`config.mk`:
```
export PLATFORM = sky130hd
export DESIGN_NAME = sgtd_ctrl
export DESIGN_NICKNAME = d
export VERILOG_FILES = /design/src/hdl/sgtd_pkg.sv /design/src/hdl/sgtd_ctrl.sv
export SDC_FILE = /design/constraint.sdc
export NUM_CORES = 1
export LEC_CHECK = 0
export BUFFER_PORTS_ARGS = -buffer_cell sky130_fd_sc_hd__buf_2
export CORE_UTILIZATION = 52
export DETAILED_ROUTE_END_ITERATION = 12
export PLACE_DENSITY = 0.87
export REMOVE_ABC_BUFFERS = 1
export SLEW_MARGIN = 20
export SYNTH_ARGS = -nofsm -noshare
export SYNTH_HDL_FRONTEND = slang
export SYNTH_SLANG_ARGS = --single-unit
```
`constraint.sdc`:
```
create_clock -name clk -period 2.3 [get_ports clk]
set_input_delay 0.115 -clock clk [delete_from_list [all_inputs] [get_ports clk]]
set_output_delay 0.115 -clock clk [all_outputs]
set_load 0.01 [all_outputs]
```
`src/hdl/sgtd_pkg.sv`:
```
// ----------------------------------------------------------------------------
// Sliding Goertzel tone detector package
// Shared constants, register indexes, command/status types and CORDIC table.
// ----------------------------------------------------------------------------
package sgtd_pkg;

  localparam int MAX_WINDOW_DEF  = 256;
  localparam int MAX_TONES_DEF   = 8;
  localparam int SAMPLE_BITS_DEF = 16;

  localparam int ACC_W       = 40;
  localparam int COEF_W      = 16;
  localparam int PROD_W      = ACC_W + COEF_W;
  localparam int CFG_IDX_W   = 4;
  localparam int CFG_DATA_W  = 64;
  localparam int TONE_IDX_W  = 3;
  localparam int TONE_CNT_W  = 4;
  localparam int WLEN_W      = 9;
  localparam int HOP_W       = 16;
  localparam int POWER_W     = 64;
  localparam int MAG_W       = 32;
  localparam int PHASE_W     = 16;
  localparam int CORDIC_W    = 44;
  localparam int ANGLE_W     = 28;
  localparam int CORDIC_STEPS = 20;
  localparam int ROOT_STEPS   = 32;

  typedef enum logic [CFG_IDX_W-1:0] {
    REG_TONE_PAIR_01    = 4'd0,
    REG_TONE_PAIR_23    = 4'd1,
    REG_TONE_PAIR_45    = 4'd2,
    REG_TONE_PAIR_67    = 4'd3,
    REG_TONE_COUNT      = 4'd4,
    REG_WINDOW_LENGTH   = 4'd5,
    REG_HOP_LENGTH      = 4'd6,
    REG_POWER_THRESHOLD = 4'd7
  } reg_idx_t;

  typedef enum logic [3:0] {
    OP_NONE,
    OP_TONE_INIT,
    OP_MUL,
    OP_ACC,
    OP_FIN_MUL,
    OP_FIN_ADD,
    OP_ABS,
    OP_SQ_PART,
    OP_SQ_SUM,
    OP_POWER,
    OP_ROOT_INIT,
    OP_ROOT_STEP,
    OP_EMIT
  } op_t;

  typedef struct packed {
    logic                  accept;
    op_t                   op;
    logic [TONE_IDX_W-1:0] tone;
    logic                  last;
  } cmd_t;

  typedef struct packed {
    logic                  start_eval;
    logic [TONE_CNT_W-1:0] tones;
    logic                  walk_last;
    logic                  out_free;
  } status_t;

  // Arctangent of 2^-i in units of 2^-24 turn.
  function automatic logic signed [ANGLE_W-1:0] cordic_angle(input logic [4:0] i);
    logic signed [ANGLE_W-1:0] a;
    unique case (i)
      5'd0:    a = 28'sd2097152;
      5'd1:    a = 28'sd1238022;
      5'd2:    a = 28'sd654136;
      5'd3:    a = 28'sd332050;
      5'd4:    a = 28'sd166669;
      5'd5:    a = 28'sd83416;
      5'd6:    a = 28'sd41718;
      5'd7:    a = 28'sd20860;
      5'd8:    a = 28'sd10430;
      5'd9:    a = 28'sd5215;
      5'd10:   a = 28'sd2608;
      5'd11:   a = 28'sd1304;
      5'd12:   a = 28'sd652;
      5'd13:   a = 28'sd326;
      5'd14:   a = 28'sd163;
      5'd15:   a = 28'sd81;
      5'd16:   a = 28'sd41;
      5'd17:   a = 28'sd20;
      5'd18:   a = 28'sd10;
      5'd19:   a = 28'sd5;
      default: a = 28'sd0;
    endcase
    return a;
  endfunction

endpackage

```
`src/hdl/sgtd_ctrl.sv`:
```
// ----------------------------------------------------------------------------
// Sliding Goertzel controller
// Sequences the window walk, result math and result hand-off for each tone.
// ----------------------------------------------------------------------------
module sgtd_ctrl import sgtd_pkg::*; (
  input  logic    clk,
  input  logic    rst_n,
  input  logic    in_valid,
  output logic    in_ready,
  input  status_t st,
  output cmd_t    cmd
);

  typedef enum logic [3:0] {
    S_IDLE, S_INIT, S_MUL, S_ACC, S_FMUL, S_FADD, S_ABS,
    S_SQP, S_SQS, S_PWR, S_RINIT, S_ROOT, S_EMIT
  } state_t;

  state_t                state_r, state_nxt;
  logic [TONE_IDX_W-1:0] tone_r, tone_nxt;
  logic [4:0]            step_r, step_nxt;
  logic                  last;

  assign in_ready = (state_r == S_IDLE);
  assign last     = ({1'b0, tone_r} + 4'd1) == st.tones;

  always_comb begin
    state_nxt = state_r;
    tone_nxt  = tone_r;
    step_nxt  = step_r;
    cmd.accept = in_valid && (state_r == S_IDLE);
    cmd.tone   = tone_r;
    cmd.last   = last;
    cmd.op     = OP_NONE;
    unique case (state_r)
      S_IDLE: begin
        if (in_valid && st.start_eval && st.tones != '0) begin
          state_nxt = S_INIT;
          tone_nxt  = '0;
        end
      end
      S_INIT: begin
        cmd.op    = OP_TONE_INIT;
        state_nxt = S_MUL;
      end
      S_MUL: begin
        cmd.op    = OP_MUL;
        state_nxt = S_ACC;
      end
      S_ACC: begin
        cmd.op    = OP_ACC;
        state_nxt = st.walk_last ? S_FMUL : S_MUL;
      end
      S_FMUL: begin
        cmd.op    = OP_FIN_MUL;
        state_nxt = S_FADD;
      end
      S_FADD: begin
        cmd.op    = OP_FIN_ADD;
        state_nxt = S_ABS;
      end
      S_ABS: begin
        cmd.op    = OP_ABS;
        state_nxt = S_SQP;
      end
      S_SQP: begin
        cmd.op    = OP_SQ_PART;
        state_nxt = S_SQS;
      end
      S_SQS: begin
        cmd.op    = OP_SQ_SUM;
        state_nxt = S_PWR;
      end
      S_PWR: begin
        cmd.op    = OP_POWER;
        state_nxt = S_RINIT;
      end
      S_RINIT: begin
        cmd.op    = OP_ROOT_INIT;
        step_nxt  = '0;
        state_nxt = S_ROOT;
      end
      S_ROOT: begin
        cmd.op   = OP_ROOT_STEP;
        step_nxt = step_r + 5'd1;
        if (step_r == 5'(ROOT_STEPS - 1)) begin
          state_nxt = S_EMIT;
        end
      end
      S_EMIT: begin
        if (st.out_free) begin
          cmd.op = OP_EMIT;
          if (last) begin
            state_nxt = S_IDLE;
          end else begin
            tone_nxt  = tone_r + 3'd1;
            state_nxt = S_INIT;
          end
        end
      end
      default: state_nxt = S_IDLE;
    endcase
  end

  always_ff @(posedge clk) begin
    if (!rst_n) begin
      state_r <= S_IDLE;
      tone_r  <= '0;
      step_r  <= '0;
    end else begin
      state_r <= state_nxt;
      tone_r  <= tone_nxt;
      step_r  <= step_nxt;
    end
  end

endmodule

```
==> flow_metrics.env, run 1 <==
export IMPL_wl_um=1710
export IMPL_max_freq_ghz=0.540
export IMPL_cts_sinks=12
export IMPL_outcome="complete, no violations"
export IMPL_ys_async_sr_fraction=0
export IMPL_path_buf_inv=1
export IMPL_crit_slowest_cell="dfxtp_1"
export IMPL_viasPerCell=6.09
export IMPL_powerDensity_nw_per_um2=636
export IMPL_crit_family="flip-flops"
export IMPL_yosysWarnings=0
export IMPL_grt_pass1_wl_um=3150
export IMPL_grt_pass1_vias=761
export IMPL_p_switching_w=0.000223
export IMPL_setup_worst_path_start="tone_r[0]"
export IMPL_whs_endpoint="state_r[1]"
export IMPL_finalInstanceArea_sq_um=965
export IMPL_arrival_ps=1740
export IMPL_place_gp_congestion=0.863
export IMPL_ys_ff_latch=12
export IMPL_clk_pin_slew_ps=80
export IMPL_nets=138
export IMPL_gr_usage_all_layers=0.226
export IMPL_setup_violations=0
export IMPL_cts_resized_gates=0
export IMPL_synth_simple_gate_area_frac=0.346
export IMPL_cp_max_fo=7
export IMPL_die_area_sq_um=1810
export IMPL_drt_first_pass_iters=4
export IMPL_switching_share=0.364
export IMPL_cts_hold_fix_buffers=0
export IMPL_r2r_start="step_r[0]"
export IMPL_worst_pin_slew_ps=467
export IMPL_row_count=14
export IMPL_synth_cell_types=41
export IMPL_synth_top_family_by_area="simple AND/OR/NAND/NOR gates"
export IMPL_ys_seq_area_frac=0.281
export IMPL_syn_inst=106
export IMPL_ir_drop_mv=0.454
export IMPL_synth_xor_xnor_area_share=0.0307
export IMPL_reg2reg_to="state_r[0]"
export IMPL_seqPwrFrac=0.442
export IMPL_syn_area_per_cell_sq_um=8.07
export IMPL_synth_main_ff_cell="dfxtp_1"
export IMPL_synth_area_sq_um=856
export IMPL_die_w_um=42.6
export IMPL_start_util=0.562
export IMPL_cp_slowest_stage_delay_ps=460
export IMPL_r2r_setup_slack_ps=470
export IMPL_fin_util=0.633
export IMPL_cts_buffers_inserted=3
export IMPL_dieHeight_um=42.6
export IMPL_n_fill_cell=141
export IMPL_synth_compound_area_share=0.251
export IMPL_core_area_sq_um=1520
export IMPL_relSlewSlack=0.688
export IMPL_antenna_left=0
export IMPL_cp_cell_sequence="ha_1 > xor2_1 > and4b_4 > o21a_4 > buf_2"
export IMPL_pwr_share_comb=0.345
export IMPL_synthAdderAreaFrac=0.0439
export IMPL_grt_max_degree=16
export IMPL_cts_setup_buffers=0
export IMPL_overflow=0
export IMPL_crit_type="reg -> out"
export IMPL_wl_per_cell_um=12.3
export IMPL_skew_ps=4.29
export IMPL_clock_power_share=0.213
export IMPL_clock_tree_root_cell="clkbuf_4"
export IMPL_cp_end_kind="output pin"
export IMPL_leakagePower_nw=0.400
export IMPL_hold_start="rst_n"
export IMPL_cap_violations=0
export IMPL_antenna_cells=0
export IMPL_muxShareOfSynthArea=0
export IMPL_htreeDepth=1
export IMPL_finalCriticalPeriod_ps=1850
export IMPL_clkLatencyLatePin_ps=270
export IMPL_drive_gt1_frac=0.244
export IMPL_dpl_cell_area_sq_um=942
export IMPL_syn2layout_area_growth_pct=12.7
export IMPL_required_ps=2180
export IMPL_drtIter0Drc=17
export IMPL_cts_buffer_depth=2
export IMPL_worst_r2r_path_depth=8
export IMPL_design_portCount=20
export IMPL_synth_edff_count=0
export IMPL_drc=0
export IMPL_crit_path_start_kind="flop"
export IMPL_fin_setup_tns_ps=0
export IMPL_via_count=846
export IMPL_cellInternalPower_w=0.000390
export IMPL_rsz0062_at_grt="no"
export IMPL_final_common_cell="buf_2"
export IMPL_dp_final_hpwl_um=1330
export IMPL_report_final_slew_viol_count=0
export IMPL_antenna_found_initial=0
export IMPL_hold_violations=0
export IMPL_finalCritPeriodShare=0.805
export IMPL_whs_path_depth=2
export IMPL_tritoncts="built"
export IMPL_layout_common_cells="buf_2 (19), nor2_1 (13), dfxtp_1 (12), a21oi_1 (8)"
export IMPL_portBuffers=19
export IMPL_hold_class="in -> reg"
==> flip-flops by register name, summed over array words and instances (netlist names) <==
signal   cells
state_r      4
step_r       5
tone_r       3
==> stage by stage <==
step / power, W / std cells / worst slack (ps) / hold slack, ps
finish: 0.000614 / 139 / 448 / 142
global route: 0.000654 / 139 / 278 / 137
CTS: 0.000613 / 139 / 445 / 132
detailed placement: 0.000486 / 136 / 476 / 422
global placement: 0.000481 / 136 / 515 / 415
floorplan: 0.000416 / 101 / 587 / 233
==> Yosys cell counts, drive strengths merged (2+ instances only) <==
library cell,instances,area share
a21boi,5,0.048
a21oi,8,0.047
a22oi,2,0.018
and2,3,0.022
buf,4,0.029
dfxtp,12,0.28
ha,3,0.044
inv,2,0.0088
nand2,7,0.034
nand3,3,0.023
nand3b,3,0.026
nand4b,2,0.020
nor2,13,0.057
nor2b,3,0.022
nor3,6,0.035
o211ai,3,0.026
o21a,2,0.026
o21ai,5,0.029
o31ai,2,0.018
or3,3,0.022
xor2,2,0.020
==> logic make-up (layout without fill, tap and decap cells) <==
kind of cell | Yosys count | after routing
AND/OR/NAND/NOR | 49 | 49
AO/OA/AOI/OAI | 31 | 31
flip-flops | 12 | 12
buffers and inverters | 8 | 25
adder cells (fa/ha/maj) | 3 | 3
XOR/XNOR | 3 | 3
==> worst max-delay path by stage <==
stage | cells past startpoint | end | slack, ps
2_1_floorplan | 6 | tone_r[0] | 590
3_3_place_gp | 8 | state_r[0] | 510
3_5_place_dp | 8 | state_r[0] | 480
4_1_cts | 5 | cmd[0] | 450
5_1_grt | 5 | cmd[0] | 280
6_report | 5 | cmd[0] | 450
==> power groups by stage <==
stage	Clock, W	Combinational (W)	Sequential, W
floorplan	0	0.000153	0.000263
global placement	0	0.000207	0.000274
detailed placement	0	0.000211	0.000275
CTS	0.000132	0.000211	0.000270
global route	0.000141	0.000237	0.000276
finish	0.000131	0.000212	0.000271
==> routing by layer <==
layer  up-vias  share of wire  GRT usage
li1        430              -          -
met1       385           0.46      0.283
met2        27           0.47      0.357
met3         4          0.049     0.0690
met4         0          0.020     0.0938
met5         -              0          0
==> area by class of cell <==
type	count	area, sq um	share of cell area
Multi-Input combinational cell	86	576	0.597
Sequential cell	12	240	0.249
Timing Repair Buffer	19	95.1	0.0986
Clock buffer	3	22.5	0.0233
Tap cell	16	20.0	0.0208
Inverter	3	11.3	0.0117
Power figures use the tool's default switching activity.
==> run 2: changes to the inputs <==
--- a/config.mk
+++ b/config.mk
@@ -5,10 +5,11 @@
 export SDC_FILE = /design/constraint.sdc
 export NUM_CORES = 1
 export LEC_CHECK = 0
+export ABC_AREA = 1
 export BUFFER_PORTS_ARGS = -buffer_cell sky130_fd_sc_hd__buf_2
 export CORE_UTILIZATION = 52
 export DETAILED_ROUTE_END_ITERATION = 12
-export PLACE_DENSITY = 0.87
+export PLACE_DENSITY = 0.86
 export REMOVE_ABC_BUFFERS = 1
 export SLEW_MARGIN = 20
 export SYNTH_ARGS = -nofsm -noshare
==> constraint.sdc (replaced) <==
create_clock -name clk -period 1.9 [get_ports clk]
set_input_delay 0.095 -clock clk [delete_from_list [all_inputs] [get_ports clk]]
set_output_delay 0.095 -clock clk [all_outputs]
set_load 0.01 [all_outputs]
==> flow_metrics.env, run 2 <==
export IMPL_top_regs="step_r (5), state_r (4), tone_r (3)"
export IMPL_antenna_found_initial=0
export IMPL_cp_slowest_stage_delay_ps=450
export IMPL_syn_area_per_cell_sq_um=6.37
export IMPL_gr_usage_all_layers=0.226
export IMPL_overflow=0
export IMPL_top_register="step_r"
export IMPL_yosys_area_top_type="dfxtp_1"
export IMPL_nets=174
export IMPL_synth_main_ff_cell="dfxtp_1"
export IMPL_final_common_cell="nand2_1"
export IMPL_reg2reg_to="tone_r[2]"
export IMPL_leakagePower_nw=0.539
export IMPL_grt_max_degree=9
export IMPL_synthTopCellsByArea="dfxtp_1 (27%), nand2_1 (15%), inv_1 (11%), nor2_1 (5.1%), a21oi_1 (4.6%)"
export IMPL_layout_common_cells="nand2_1 (36), inv_1 (25), buf_2 (19), nor2_1 (12), dfxtp_1 (12)"
export IMPL_drive_gt1_frac=0.256
export IMPL_netlist_area_leader_share=0.273
export IMPL_crit_type="reg -> reg"
export IMPL_die_area_sq_um=1860
export IMPL_pwr_share_comb=0.337
export IMPL_max_freq_ghz=0.615
export IMPL_grt_pass1_vias=840
export IMPL_seqPwrFrac=0.399
export IMPL_antenna_cells=0
export IMPL_row_count=14
export IMPL_setup_violations=0
export IMPL_path_buf_inv=0
export IMPL_clk_pin_slew_ps=70
export IMPL_p_switching_w=0.000276
export IMPL_syn2layout_area_growth_pct=16.4
export IMPL_cts_hold_fix_buffers=0
export IMPL_drc=0
export IMPL_synth_cell_types=25
export IMPL_wl_per_cell_um=10.9
export IMPL_outcome="complete, no violations"
export IMPL_hold_class="in -> reg"
export IMPL_worst_r2r_path_depth=11
export IMPL_viasPerCell=5.38
export IMPL_finalCritPeriodShare=0.856
export IMPL_finalInstanceArea_sq_um=1020
export IMPL_portBuffers=19
export IMPL_syn_inst=138
export IMPL_ys_seq_area_frac=0.273
export IMPL_clock_power_share=0.264
export IMPL_n_fill_cell=131
export IMPL_whs_endpoint="state_r[1]"
export IMPL_clock_tree_root_cell="clkbuf_4"
export IMPL_report_final_slew_viol_count=0
export IMPL_design_portCount=20
export IMPL_largest_reg_flops=5
export IMPL_antenna_left=0
export IMPL_synth_edff_count=0
export IMPL_start_util=0.571
export IMPL_finalCriticalPeriod_ps=1630
export IMPL_dieHeight_um=43.1
export IMPL_yosysWarnings=0
export IMPL_cellInternalPower_w=0.000485
export IMPL_wl_um=1910
export IMPL_cts_setup_buffers=0
export IMPL_synth_common_cells="nand2_1 (36), inv_1 (25), dfxtp_1 (12), nor2_1 (12)"
export IMPL_cts_resized_gates=0
export IMPL_required_ps=2070
export IMPL_cp_end_kind="flop"
export IMPL_switching_share=0.363
export IMPL_powerDensity_nw_per_um2=744
export IMPL_relSlewSlack=0.819
export IMPL_rsz0062_at_grt="no"
export IMPL_whs_path_depth=3
export IMPL_tritoncts="built"
export IMPL_drtIter0Drc=31
export IMPL_dpl_cell_area_sq_um=987
export IMPL_r2r_setup_slack_ps=270
export IMPL_skew_ps=4.07
export IMPL_grt_pass1_wl_um=3230
export IMPL_die_w_um=43.1
export IMPL_cp_max_fo=7
export IMPL_cap_violations=0
export IMPL_worst_pin_slew_ps=271
export IMPL_htreeDepth=1
export IMPL_crit_path_start_kind="flop"
export IMPL_crit_family="simple AND/OR/NAND/NOR gates"
export IMPL_ys_async_sr_fraction=0
export IMPL_ir_drop_mv=0.522
export IMPL_synth_area_sq_um=880
export IMPL_core_area_sq_um=1540
export IMPL_r2r_start="tone_r[0]"
export IMPL_hold_start="rst_n"
export IMPL_yosysMostFrequentCell="nand2_1"
export IMPL_hold_violations=0
export IMPL_cts_buffer_depth=2
export IMPL_crit_slowest_cell="dfxtp_1"
export IMPL_path_common_cell="nand2_1"
export IMPL_ys_ff_latch=12
export IMPL_fin_setup_tns_ps=0
export IMPL_cp_cell_sequence="ha_1 > nand2_1 > nand2_1 > nor2_1 > nand3_1 > nand2_1 > nand2_1 > nand2_2 > nand2_1 > nand2_1 > nor2_2"
export IMPL_clkLatencyLatePin_ps=270
export IMPL_drt_first_pass_iters=5
export IMPL_cts_buffers_inserted=3
export IMPL_dp_final_hpwl_um=1550
export IMPL_cts_sinks=12
export IMPL_arrival_ps=1790
export IMPL_via_count=946
export IMPL_place_gp_congestion=0.900
==> run 2: cells by family (layout without fill, tap and decap cells) <==
logic type,Yosys count,in the layout,share of synthesized area
adders and majority gates,3,3,0.0427
buffers and inverters,29,51,0.128
AOI/OAI and AO/OA,22,22,0.176
and+or+nand+nor,72,72,0.380
DFF,12,12,0.273
==> run 2: worst max-delay path by stage <==
| stage | startpoint | to | slack, ps | cells past startpoint |
|---|---|---|---|---|
| global route | tone_r[0] | tone_r[2] | 70 | 11 |
| finish | tone_r[0] | tone_r[2] | 270 | 11 |
| floorplan | tone_r[0] | tone_r[1] | 420 | 11 |
| global placement | tone_r[0] | tone_r[1] | 340 | 12 |
| detailed placement | tone_r[0] | tone_r[2] | 290 | 11 |
| CTS | tone_r[0] | tone_r[2] | 280 | 11 |
==> run 2: per-layer routing <==
metal / vias to the layer above / part of all wire / GRT usage
li1: 489 / - / -
met1: 422 / 0.42 / 0.262
met2: 29 / 0.52 / 0.409
met3: 6 / 0.044 / 0.0213
met4: 0 / 0.011 / 0.103
met5: - / 0 / 0
==> run 2: per-stage QoR <==
step | hold slack, ps | cells | setup WS [ps] | util | total power, W
after floorplan | 193 | 137 | 420 | - | 0.000488
after CTS | 80.2 | 176 | 277 | 0.664 | 0.000763
final | 80.2 | 176 | 274 | 0.664 | 0.000762
after global placement | 347 | 172 | 344 | 0.640 | 0.000552
after detailed placement | 354 | 172 | 289 | 0.640 | 0.000564
after global routing | 66.1 | 176 | 70.1 | 0.664 | 0.000824
==> run 2: area by class of cell <==
class                      count  area [sq um]  share of cell area
clock buffer                   4          36.3              0.0355
sequential                    12           240               0.235
inverter                      28           105               0.103
multi-input combinational     97           527               0.515
timing repair buffer          19          95.1              0.0929
tap                           16          20.0              0.0196
==> run 2: worst min-delay path, stage by stage <==
cell     delay (ps)
buf_2           120
nand2_1          60
inv_1            50
==> run 2: power groups by stage <==
| stage | Clock (W) | Sequential, W | Combinational [W] |
|---|---|---|---|
| after global routing | 0.000226 | 0.000307 | 0.000291 |
| after detailed placement | 0 | 0.000308 | 0.000256 |
| after floorplan | 0 | 0.000309 | 0.000179 |
| after global placement | 0 | 0.000307 | 0.000245 |
| final | 0.000201 | 0.000304 | 0.000256 |
| after CTS | 0.000203 | 0.000303 | 0.000258 |
